<file path="config.mk">
export PLATFORM = sky130hd
export DESIGN_NAME = sfti_div
export DESIGN_NICKNAME = d
export VERILOG_FILES = /design/src/rtl/sfti_pkg.sv /design/src/rtl/sfti_div.sv
export SDC_FILE = /design/constraint.sdc
export NUM_CORES = 1
export LEC_CHECK = 0
export ABC_AREA = 0
export BUFFER_PORTS_ARGS = -buffer_cell sky130_fd_sc_hd__buf_2
export CAP_MARGIN = 20
export CELL_PAD_IN_SITES_DETAIL_PLACEMENT = 1
export CELL_PAD_IN_SITES_GLOBAL_PLACEMENT = 2
export CORE_ASPECT_RATIO = 0.7
export CORE_MARGIN = 3
export CORE_UTILIZATION = 33
export CTS_BUF_LIST = sky130_fd_sc_hd__clkbuf_4
export CTS_CLUSTER_SIZE = 12
export DETAILED_ROUTE_END_ITERATION = 8
export GPL_TIMING_DRIVEN = 0
export PLACE_DENSITY = 0.81
export RECOVER_POWER = 25
export SLEW_MARGIN = 20
export SYNTH_ARGS = -nofsm -noshare
export SYNTH_HDL_FRONTEND = slang
export SYNTH_SLANG_ARGS = --single-unit
</file>
<file path="constraint.sdc">
create_clock -name clk -period 3.3 [get_ports clk]
set_input_delay 0.33 -clock clk [delete_from_list [all_inputs] [get_ports clk]]
set_output_delay 0.33 -clock clk [all_outputs]
set_load 0.005 [all_outputs]
</file>
<file path="src/rtl/sfti_pkg.sv">
// Shared constants and codes for the sorted frame timestamp index.
package sfti_pkg;

    localparam int TABLE_DEPTH_DEF = 64;
    localparam int RATE_WINDOW_DEF = 20;

    localparam int STAMP_W  = 48;
    localparam int INDEX_W  = 32;
    localparam int RESULT_W = 64;
    localparam int PERIOD_W = 20;
    localparam int ACTION_W = 3;

    localparam logic [PERIOD_W-1:0] PERIOD_RESET = PERIOD_W'(33333);
    localparam logic [PERIOD_W-1:0] PERIOD_MAX   = PERIOD_W'(1000000);
    localparam int                  RATE_TOL     = 4000;
    localparam int                  KEY_BACKOFF  = 1000000;

    localparam logic [ACTION_W-1:0] ACT_REGISTER = 3'd0;
    localparam logic [ACTION_W-1:0] ACT_NEAREST  = 3'd1;
    localparam logic [ACTION_W-1:0] ACT_KEYFRAME = 3'd2;
    localparam logic [ACTION_W-1:0] ACT_TIME2IDX = 3'd3;
    localparam logic [ACTION_W-1:0] ACT_IDX2TIME = 3'd4;
    localparam logic [ACTION_W-1:0] ACT_CLEAR    = 3'd5;

    localparam logic CFG_PERIOD = 1'b0;
    localparam logic CFG_VRATE  = 1'b1;

endpackage

</file>
<file path="src/rtl/sfti_div.sv">
// Restoring divider, one quotient bit per cycle.
module sfti_div
    import sfti_pkg::*;
#(
    parameter int NW = 48,
    parameter int DW = 20
) (
    input  logic          clk,
    input  logic          rst_n,
    input  logic          start,
    input  logic [NW-1:0] dividend,
    input  logic [DW-1:0] divisor,
    output logic          done,
    output logic [NW-1:0] quot,
    output logic [DW-1:0] rem
);

    localparam int CNT_W = $clog2(NW + 1);

    typedef enum logic {
        S_IDLE,
        S_RUN
    } div_state_t;

    div_state_t       state_reg, state_next;
    logic [CNT_W-1:0] cnt_reg, cnt_next;
    logic [NW-1:0]    quo_reg, quo_next;
    logic [DW-1:0]    rem_reg, rem_next;
    logic [DW-1:0]    dvs_reg, dvs_next;
    logic             done_reg, done_next;
    logic [DW:0]      trial;

    assign trial = {rem_reg, quo_reg[NW-1]};

    always_comb
    begin
        state_next = state_reg;
        cnt_next   = cnt_reg;
        quo_next   = quo_reg;
        rem_next   = rem_reg;
        dvs_next   = dvs_reg;
        done_next  = 1'b0;
        case (state_reg)
            S_IDLE:
            begin
                if (start)
                begin
                    quo_next   = dividend;
                    rem_next   = '0;
                    dvs_next   = divisor;
                    cnt_next   = CNT_W'(NW);
                    state_next = S_RUN;
                end
            end
            S_RUN:
            begin
                if (trial >= {1'b0, dvs_reg})
                begin
                    rem_next = DW'(trial - {1'b0, dvs_reg});
                    quo_next = {quo_reg[NW-2:0], 1'b1};
                end
                else
                begin
                    rem_next = trial[DW-1:0];
                    quo_next = {quo_reg[NW-2:0], 1'b0};
                end
                cnt_next = cnt_reg - 1'b1;
                if (cnt_reg == CNT_W'(1))
                begin
                    done_next  = 1'b1;
                    state_next = S_IDLE;
                end
            end
            default: state_next = S_IDLE;
        endcase
    end

    always_ff @(posedge clk or negedge rst_n)
    begin
        if (!rst_n)
        begin
            state_reg <= S_IDLE;
            cnt_reg   <= '0;
            quo_reg   <= '0;
            rem_reg   <= '0;
            dvs_reg   <= '0;
            done_reg  <= 1'b0;
        end
        else
        begin
            state_reg <= state_next;
            cnt_reg   <= cnt_next;
            quo_reg   <= quo_next;
            rem_reg   <= rem_next;
            dvs_reg   <= dvs_next;
            done_reg  <= done_next;
        end
    end

    assign done = done_reg;
    assign quot = quo_reg;
    assign rem  = rem_reg;

endmodule

</file>
==> results_dict.tcl <==
set metrics [dict create \
    cts-buffers-inserted 9 \
    dieHeight_um 112 \
    h-tree-depth 3 \
    cts_num_sinks 96 \
    syn-num-nets 672 \
    cts_max_path_buffers 2 \
    ys_ff_latch 96 \
    worst_pin_slew_ns 2.27 \
    fillers 1861 \
    synth_area_per_cell_sq_um 9.25 \
    critPathLaunchType "flip-flop" \
    setup_ws_ns 0.406 \
    synthFlopType "dfrtp_1" \
    wirelength_um 17400 \
    preCtsSetupSlack_ns 0.474 \
    fin_nets 823 \
    finalPower_mw 7.67 \
    yosysWarnings 0 \
    antenna_found_initial 0 \
    path_class "reg2reg" \
    grt_usage 0.198 \
    clk_pin_slew_ns 0.17 \
    grt_pass1_vias 5174 \
    area_growth_pct 21.6 \
    cts_setup_buffers 0 \
    totalNegativeSetupSlack_ns 0 \
    synthCells 578 \
    required_ns 3.68 \
    clk_latency_ns 0.50 \
    dpl.hpwl_um 13200 \
    die_area_sq_um 17800 \
    synth_enable_flop_cells 0 \
    dp_cells 917 \
    grt-ovfl-total 0 \
    numPortBuffers 138 \
    pwr-share-comb 0.601 \
    crit_chain "inv_1 > ha_1 > fa_1 > nor2b_1 > o31ai_1 > a21oi_1 > a22oi_1 > a31oi_1 > xor2_1 > nor2_1 > o32ai_1" \
    synth_top_cell_area_share 0.449 \
    diodes 0 \
    leakagePower_nw 3.23 \
    critPathArrivalTime_ns 3.28 \
    post_drt_wl_per_cell_um 18.6 \
    intPower_mw 4.12 \
    grt_pass1_wl_um 27800 \
    period_share 0.877 \
    switchingPower_mw 3.55 \
    drt-pass1-iter-count 4 \
    die_x_um 158 \
    cts_tree "done" \
    finalSetupViolCount 0 \
    rows 38 \
    io_pins 140 \
    grt_max_degree 54 \
    finalNonFillerCells 934 \
    period_needed_ns 2.89 \
    hold_viol 0 \
    crit_slowest_cell "dfrtp_1" \
    drv_cap 1 \
    place_area_sq_um 6320 \
    root_buffer "clkbuf_4" \
    rsz0062_at_grt "false" \
    path_delay_family "compound AO/OA/AOI/OAI gates" \
    start_util 0.341 \
    synth_top_area_cell "dfrtp_1" \
    worstPathMaxFanout 4 \
    async_reset_ff_frac 1.00 \
    slew_violations 44 \
    core_sq_um 15700 \
    yosys-top-cells-area "dfrtp_1 45%, mux2i_1 9.0%, o21ai_0 8.1%" \
    critPathBufInv 1 \
    antenna_left 0 \
    critPathMaxStageDelay_ns 0.43 \
    hold_class "in2reg" \
    critPathCaptureType "flip-flop" \
    violations "capacitance limit, slew limit" \
    power_density_nw_per_um2 1180 \
    largest_reg_flops 48 \
    status "finished, violations left" \
    drc 0 \
    drtIter0Drc 276 \
    clock_skew_ns 0.0228 \
    r2r_slack_ns 0.41 \
    ir_worst_vdd_mv 0.373 \
    swShare 0.463 \
    fmax_ghz 0.346 \
    vias 4862 \
    slew_headroom -0.515 \
    synth_seq_area_share 0.449 \
    place.gp.congestion 0.850 \
    ys_types 48 \
    clkPwrFrac 0.100 \
    fin_area_sq_um 6500 \
    final_layout_size_suffix_gt1_frac 0.228 \
    synth_area_sq_um 5350 \
    seq_power_share 0.299 \
    viasPerCell 5.21 \
]
## cell families (layout without fill, tap and decap cells)
logic type / count (synthesis) / count (layout) / synth area share
compound gates: 167 / 167 / 0.191
fa+ha+maj: 23 / 23 / 0.0552
mux: 50 / 50 / 0.0941
simple gates: 160 / 160 / 0.137
buf+inv: 68 / 224 / 0.0503
flops: 96 / 96 / 0.449
xor+xnor: 14 / 14 / 0.0229
## worst min-delay path, stage by stage
cell and delay (ns):
buf_2 0.07, nand2_1 0.04, o21ai_0 0.06
## stage by stage
stage               hold WS, ns   util
floorplan                0.0344      -
global placement          0.454  0.401
detailed placement        0.293  0.403
CTS                     0.00673  0.414
global route            0.00113  0.414
finish                   0.0350  0.414
## synthesized netlist by cell type (2+ instances only)
master and number:
o31ai_1 2, inv_1 34, o21bai_1 4, o211ai_2 2, dfrtp_1 96, nor3b_1 10, nand4_1 2, buf_2 2
a21o_1 12, o21a_1 6, mux2_2 2, a21oi_1 15, nand2_1 87, clkbuf_1 27, o32ai_1 2, nor2_1 16
nand2b_1 6, nor3_1 9, o21ai_1 4, xnor2_1 5, nand3_1 18, nor2b_1 7, xor2_1 9, ha_1 22
o311ai_1 6, a311o_1 2, a31o_2 2, buf_1 3, o21ai_0 87, a31oi_1 12, mux2i_1 48, a211oi_1 3
## power groups by stage
stage	Clock, mW	Combinational (mW)	Sequential, mW
after CTS	0.795	4.62	2.30
after global placement	0	4.42	2.28
final	0.770	4.61	2.29
after global routing	0.839	5.20	2.38
after detailed placement	0	4.60	2.32
after floorplan	0	3.11	2.24
## what timing repair did
action | CTS | global route
resized for setup | 0 | 0
hold endpoints to repair | 43 | 0
setup endpoints to repair | 0 | 0
hold buffers | 1 | 0
## final timing paths
kind                                   startpoint                       to  cells after the start
max                          quot[47]$_DFFE_PN0P_      rem[16]$_DFFE_PN0P_                     11
min                                   divisor[14]  dvs_reg[14]$_DFFE_PN0P_                      3
max reg2reg                  quot[47]$_DFFE_PN0P_      rem[16]$_DFFE_PN0P_                     11
min reg2reg                cnt_reg[5]$_DFFE_PN0P_   cnt_reg[5]$_DFFE_PN0P_                      1
max in group asynchronous                   rst_n      rem[10]$_DFFE_PN0P_                      2
min in group asynchronous                   rst_n     quot[27]$_DFFE_PN0P_                      2
## cell usage in the layout, fill, tap and decap left out, types with 12 or more instances in the layout
cell and instances:
a21o_1 12, a21oi_1 15, a31oi_1 12, buf_2 139
clkbuf_1 27, dfrtp_1 96, ha_1 22, inv_1 34
mux2i_1 48, nand2_1 87, nand3_1 18, nor2_1 16
o21ai_0 87
## cell type report
type	count	area, sq um	share of cell area
clock buffer	9	67.6	0.0104
multi-input combinational	414	2670	0.411
inverter	34	128	0.0196
timing repair buffer	140	733	0.113
tap	200	250	0.0385
clock inverter	7	104	0.0160
buffer	34	141	0.0218
sequential	96	2400	0.370
## layer usage
layer | vias to the layer above | GRT usage | routed length, um | part of all wire
li1 | 2331 | - | - | -
met1 | 2429 | 0.298 | 9000 | 0.52
met2 | 93 | 0.297 | 7570 | 0.44
met3 | 9 | 0.0397 | 673 | 0.039
met4 | 0 | 0.0384 | 127 | 0.0073
met5 | - | 0 | 0 | 0
Power figures use the tool's default switching activity.
