File: src/rtl/sfti_ram.sv
// Generic single-write, single-read RAM with registered read data.
module sfti_ram #(
    parameter int WIDTH = 8,
    parameter int DEPTH = 64
) (
    input  logic                     clk,
    input  logic                     we,
    input  logic [$clog2(DEPTH)-1:0] waddr,
    input  logic [WIDTH-1:0]         wdata,
    input  logic [$clog2(DEPTH)-1:0] raddr,
    output logic [WIDTH-1:0]         rdata
);

    logic [WIDTH-1:0] mem [DEPTH];

    always_ff @(posedge clk)
    begin
        if (we)
        begin
            mem[waddr] <= wdata;
        end
        rdata <= mem[raddr];
    end

endmodule

File: config.mk
export PLATFORM = sky130hd
export DESIGN_NAME = sfti_ram
export DESIGN_NICKNAME = d
export VERILOG_FILES = /design/src/rtl/sfti_ram.sv
export SDC_FILE = /design/constraint.sdc
export NUM_CORES = 1
export LEC_CHECK = 0
export BUFFER_PORTS_ARGS = -buffer_cell sky130_fd_sc_hd__buf_4
export CAP_MARGIN = 20
export CORE_UTILIZATION = 50
export DETAILED_ROUTE_END_ITERATION = 16
export PLACE_DENSITY = 0.66
export SLEW_MARGIN = 20
export SYNTH_ARGS = -nofsm -noshare
export SYNTH_HDL_FRONTEND = slang
export SYNTH_SLANG_ARGS = --single-unit
File: constraint.sdc
create_clock -name clk -period 1.6 [get_ports clk]
set_input_delay 0.08 -clock clk [delete_from_list [all_inputs] [get_ports clk]]
set_output_delay 0.08 -clock clk [all_outputs]
set_load 0.005 [all_outputs]
==> results of run 1 <==
layout by cell type, fill, tap and decap left out, drive strengths merged, types with 2 or more instances in the layout:
master	count
mux2	13
nor2b	14
dfxtp	8
nor4	2
nand3	13
nand4	2
o32ai	2
o2111ai	3
dlygate4sd3	3
a21oi	3
o221a	2
buf	189
bufinv	5
clkinv	19
o22ai	8
a221oi	6
nand2b	7
o21a	2
a2111oi	2
mux4	126
nor2	83
o41ai	2
mux2i	23
nand3b	3
nor3	7
o2bb2ai	3
a22oi	3
o221ai	8
edfxtp	512
a211oi	4
nand2	19
clkbuf	67
o21ai	4
state kept, by name (all words and copies together) (netlist names):
register	flops
rdata	8
mem	512
layout make-up:
type | count | area share [%]
Timing Repair Buffer | 193 | 6.76
Sequential cell | 520 | 65.0
Tap cell | 525 | 2.75
Multi-Input combinational cell | 369 | 18.7
Clock inverter | 26 | 1.04
Clock buffer | 66 | 5.75
metrics by stage:
stage / util [%] / setup WS [ps]
floorplan: - / -50.2
global placement: 55.7 / -545
detailed placement: 55.7 / -547
CTS: 60.1 / -253
global route: 60.1 / -338
finish: 60.1 / -259
what timing repair did:
item | CTS | global route
setup endpoints to repair | 8 | 8
resized for setup | 17 | 7
hold buffers | 3 | 0
pin swaps | 3 | 1
endpoints found under the hold margin | 68 | 0
critical path: cells and delay by family (launching register included):
family | cells | cell delay [ps]
AOI/OAI and AO/OA | 1 | 120
DFF | 1 | 370
muxes | 2 | 1070
and+or+nand+nor | 2 | 200
worst max path at each step:
stage | from | to | slack [ps]
floorplan | mem[21][4] | rdata[4] | -50
global placement | raddr[0] | rdata[0] | -550
detailed placement | raddr[0] | rdata[3] | -550
CTS | mem[3][1] | rdata[1] | -250
global route | mem[3][1] | rdata[1] | -340
finish | mem[3][1] | rdata[1] | -260
cell families after synthesis:
| group | count (synthesis) | share of synthesized area, % |
|---|---|---|
| AOI/OAI and AO/OA | 54 | 2.07 |
| DFF | 520 | 77.0 |
| buffers and inverters | 51 | 1.57 |
| and+or+nand+nor | 153 | 3.39 |
| muxes | 162 | 15.9 |
per-layer routing:
| metal | routed length, um | track usage [%] |
|---|---|---|
| met1 | 18600 | 30.7 |
| met2 | 21600 | 35.3 |
| met3 | 2540 | 3.48 |
| met4 | 1070 | 7.20 |
| met5 | 0 | 0 |
power breakdown:
| group | switching, uW | internal [uW] | total, uW | leakage (uW) |
|---|---|---|---|---|
| clock network | 4880 | 6850 | 11700 | 0.000795 |
| registers | 44.7 | 15100 | 15100 | 0.00467 |
| logic | 901 | 719 | 1620 | 0.00235 |
==> results.yml, run 1 <==
cells_and_area:
  final_cell_area_excluding_filler_cells_um2: 23900
  antennaDiodeCount: 0
  multiInputGateArea_um2: 4460
  filler_cell_count: 2782
  instances_no_fill: 1699
  seqCellArea_um2: 15500
  drive_gt1_share_pct: 35.3
  finish.net_count: 1158
  flow.area_growth_from_synthesis_pct: 18.5
worst_setup_path:
  critical_path_class: "reg2reg"
  worst_ep_arrival_time_ps: 2340
  r2r_end: "rdata[1]"
  worstPathCellList: "mux4_2, mux4_2, nor2_4, nor3_2, o2bb2ai_1"
  critPathMostFrequentCell: "sky130_fd_sc_hd__mux4_2"
  slowest_stage: "sky130_fd_sc_hd__mux4_2"
  cp-start-kind: "register"
  ff2ff_path_depth: 5
  reg2reg_slack_ps: -260
  timing.critical_path.fanout_max: 1
  endpoint_kind: "register"
  r2r_start: "mem[3][1]"
  critical-path-max-stage-delay_ps: 560
  worst_ep_required_time_ps: 2080
place:
  port_buffers: 29
  finalWeightedCongestion: 0.856
  detailedPlacementHpwl_mm: 28.5
  dpl.cell_count: 1604
  placed_cell_area_um2: 22100
synthesis:
  ys_top_cells_by_area: "sky130_fd_sc_hd__edfxtp_1 76%, sky130_fd_sc_hd__mux4_2 14%, sky130_fd_sc_hd__nor2_1 1.5%"
  yosys.area.top_type: "sky130_fd_sc_hd__edfxtp_1"
  synth_seq_cells: 520
  synth_top_flop_cell: "sky130_fd_sc_hd__edfxtp_1"
  yosys.cell_count.top_type: "sky130_fd_sc_hd__edfxtp_1"
  synth.distinct_cells: 40
  synth.cell_area_um2: 20200
  seq_area_frac_synth_pct: 77.0
  yosysWarnings: 0
  synth_area_per_cell_um2: 21.5
  net_count_after_synthesis: 962
  synth_enable_flop_cells: 512
  synth.top_cell.area_share_pct: 76.2
  ys_top_cells_by_count: "512 x sky130_fd_sc_hd__edfxtp_1, 126 x sky130_fd_sc_hd__mux4_2, 83 x sky130_fd_sc_hd__nor2_1"
  ys_async_sr_fraction_pct: 0
  post_synth_inst_count: 940
min_path:
  timing.hold.worst.class: "in2reg"
  hold-path-cell-count: 1
  timing.hold.worst.start: "wdata[5]"
  worstHoldEndpoint: "mem[18][5]"
global_routing:
  via_count_of_the_first_global_routing_pass: 10200
  track_usage_pct: 21.9
  globalRouteOverflowTotal: 0
  antenna_found_initial: 0
  largest_net_degree_at_the_start_of_global_routing: 65
  grt_first_pass_wirelength_mm: 64.9
routing:
  drt-vias-per-instance: 5.88
  finalWirelength_mm: 43.7
  drtAntennaViolNets: 0
  detailedRoute.firstIterationViolations: 829
  number_of_detailed_route_iterations_in_the_first_pass: 5
  post-route-drc-count: 0
  drt-wirelength-per-cell_um: 25.7
  vias_after_detailed_routing: 9990
die:
  floorplan.die_area_um2: 41100
  std_cell_rows: 73
  io_pins: 30
  placeableCoreArea_um2: 39700
  die_y_um: 203
  chipWidth_um: 203
  floorplan.initialDensity_pct: 50.8
power_and_ir_drop:
  p_per_area_nw_per_um2: 1190
  design_power_total_uw: 28500
  p_leak_uw: 0.00782
  maximum_vdd_ir_drop_mv: 1.50
timing:
  finalHoldViolCount: 0
  max_clock_freq_ghz: 0.538
  final.setup_skew_ps: 22.5
  min_period_ps: 1860
  fin_ws_ps: -259
  worstMarginPinSlew_ps: 701
  worst_hold_slack_ps: 42.6
  report.final.setup_viol: 8
  grt_setup_unrepaired: "yes"
  final.period_utilization_pct: 116
  fin_tns_setup_ps: -1500
  max-slew-margin-rel_pct: 53.3
  fin_max_slew_vios: 0
clocking:
  cts-htree-levels: 2
  cts-root-buf: "sky130_fd_sc_hd__clkbuf_16"
  cts.sink_count: 520
  cts_buffers: 52
  cts.clk_slew.worst_paths_ps: 60
  buffers_inserted_by_post_cts_timing_repair: 0
  clkLatencyLatePin_ps: 590
  tritoncts_clock_tree: "built"
  cts_max_path_buffers: 3
flow_run:
  cap_violations: 0
outcome:
  violations: "setup timing"
  status: "finished, violations left"
Power figures use the tool's default switching activity.
==> run 2: changes to the inputs <==
--- a/config.mk
+++ b/config.mk
@@ -5,7 +5,7 @@
 export SDC_FILE = /design/constraint.sdc
 export NUM_CORES = 1
 export LEC_CHECK = 0
-export BUFFER_PORTS_ARGS = -buffer_cell sky130_fd_sc_hd__buf_4
+export BUFFER_PORTS_ARGS = -buffer_cell sky130_fd_sc_hd__buf_2
 export CAP_MARGIN = 20
 export CORE_UTILIZATION = 50
 export DETAILED_ROUTE_END_ITERATION = 16
@@ -14,3 +14,4 @@
 export SYNTH_ARGS = -nofsm -noshare
 export SYNTH_HDL_FRONTEND = slang
 export SYNTH_SLANG_ARGS = --single-unit
+export TNS_END_PERCENT = 30
==> results.yml, run 2 (same netlist as run 1, synthesis figures left out) <==
routing:
  drtAntennaViolNets: 0
  number_of_detailed_route_iterations_in_the_first_pass: 5
  drt-wirelength-per-cell_um: 26.2
  vias_after_detailed_routing: 9992
  drt-vias-per-instance: 5.85
  finalWirelength_mm: 44.7
  detailedRoute.firstIterationViolations: 821
  post-route-drc-count: 0
place:
  port_buffers: 29
  detailedPlacementHpwl_mm: 29.0
  dpl.cell_count: 1609
  finalWeightedCongestion: 0.849
timing:
  final.period_utilization_pct: 114
  grt_setup_unrepaired: "yes"
  min_period_ps: 1830
  fin_ws_ps: -228
  worstMarginPinSlew_ps: 828
  finalHoldViolCount: 0
  worst_hold_slack_ps: 42.2
  max_clock_freq_ghz: 0.547
  max-slew-margin-rel_pct: 44.8
  final.setup_skew_ps: 23.4
  fin_max_slew_vios: 0
  report.final.setup_viol: 8
global_routing:
  largest_net_degree_at_the_start_of_global_routing: 65
  globalRouteOverflowTotal: 0
  track_usage_pct: 22.5
  via_count_of_the_first_global_routing_pass: 10200
  grt_first_pass_wirelength_mm: 66.6
  antenna_found_initial: 1
flow_run:
  cap_violations: 0
clocking:
  cts-root-buf: "sky130_fd_sc_hd__clkbuf_16"
  cts.clk_slew.worst_paths_ps: 60
  cts_max_path_buffers: 3
  tritoncts_clock_tree: "built"
  clkLatencyLatePin_ps: 590
  cts-htree-levels: 2
  cts.sink_count: 520
  cts_buffers: 51
worst_setup_path:
  cp-start-kind: "register"
  critical_path_class: "reg2reg"
  reg2reg_slack_ps: -230
  endpoint_kind: "register"
  worst_ep_required_time_ps: 2060
  worst_ep_arrival_time_ps: 2290
  timing.critical_path.fanout_max: 1
cells_and_area:
  drive_gt1_share_pct: 36.2
  finish.net_count: 1162
  max_flop_register: "mem"
  number_of_flip_flops_under_the_largest_register_name: 512
  biggestRegsByFlops: "mem: 512 flops, rdata: 8 flops"
  flow.area_growth_from_synthesis_pct: 18.8
  instances_no_fill: 1707
  layout_commonest_cell: "sky130_fd_sc_hd__edfxtp_1"
  mostFrequentLayoutCells: "512 x sky130_fd_sc_hd__edfxtp_1, 160 x sky130_fd_sc_hd__buf_4, 126 x sky130_fd_sc_hd__mux4_2"
die:
  std_cell_rows: 73
  floorplan.initialDensity_pct: 50.8
  placeableCoreArea_um2: 39700
  chipWidth_um: 203
  die_y_um: 203
  io_pins: 30
  floorplan.die_area_um2: 41100
min_path:
  timing.hold.worst.class: "in2reg"
outcome:
  violations: "setup timing"
  status: "finished, violations left"
power_and_ir_drop:
  p_per_area_nw_per_um2: 1200
  maximum_vdd_ir_drop_mv: 0.972
  p_leak_uw: 0.00784
## run 2: cell types whose count changed in the layout (fill, tap and decap cells not counted), moves of 2 or more
| cell | delta |
|---|---|
| sky130_fd_sc_hd__buf_2 | +21 |
| sky130_fd_sc_hd__buf_4 | -16 |
| sky130_fd_sc_hd__bufinv_16 | +2 |
| sky130_fd_sc_hd__clkbuf_1 | -5 |
| sky130_fd_sc_hd__clkinv_1 | +2 |
| sky130_fd_sc_hd__clkinvlp_4 | +5 |
| sky130_fd_sc_hd__nor2_2 | +2 |
| sky130_fd_sc_hd__nor2_4 | -2 |
| sky130_fd_sc_hd__o21ai_2 | +2 |
## run 2: metal layers
| layer | track usage (%) | share of wire [%] |
|---|---|---|
| met1 | 32.4 | 43 |
| met2 | 35.6 | 49 |
| met3 | 4.56 | 6.1 |
| met4 | 5.59 | 1.9 |
| met5 | 0 | 0 |
## run 2: through the flow
stage / setup WS (ps) / cell area (um^2) / utilization (%) / total power, uW / TNS (ps)
after floorplan: -50.2 / 20300 / - / 16200 / -228
after global placement: -374 / 22100 / 55.7 / 17000 / -2770
after detailed placement: -395 / 22100 / 55.7 / 17000 / -3030
after CTS: -235 / 23900 / 60.2 / 29100 / -1400
after global routing: -274 / 24000 / 60.3 / 29700 / -1770
final: -228 / 24000 / 60.3 / 28800 / -1360
## run 2: worst paths after layout
check	depth (start not counted)	startpoint	to
max reg2reg	5	mem[46][1]	rdata[1]
max	5	mem[46][1]	rdata[1]
min reg2reg	4	mem[30][2]	rdata[2]
min	1	wdata[7]	mem[18][7]
## run 2: area by class of cell
type,instances,area (um^2)
fill,2837,15800
sequential,520,15500
multi-input combinational,369,4460
timing repair buffer,198,1610
clock buffer,61,1360
tap,525,657
clock inverter,33,340
antenna,1,2.50
## run 2: repair_timing
action	CTS	global route
setup endpoints to repair	8	8
gates resized for setup	17	7
hold buffers	3	0
setup buffers	0	0
pin swaps	4	0
hold endpoints to repair	30	0
## run 2: where the power goes
group | internal (uW) | total, uW | switching, uW | leakage, uW
logic | 709 | 1620 | 911 | 0.00236
clock network | 7160 | 12100 | 4910 | 0.000812
registers | 15100 | 15100 | 55.2 | 0.00467
## run 2: critical path, stage by stage (launching register included)
cell and delay [ps]:
sky130_fd_sc_hd__edfxtp_1 400, sky130_fd_sc_hd__mux4_2 480, sky130_fd_sc_hd__mux2_4 300, sky130_fd_sc_hd__a221oi_4 280
sky130_fd_sc_hd__buf_4 170, sky130_fd_sc_hd__o2bb2ai_1 70
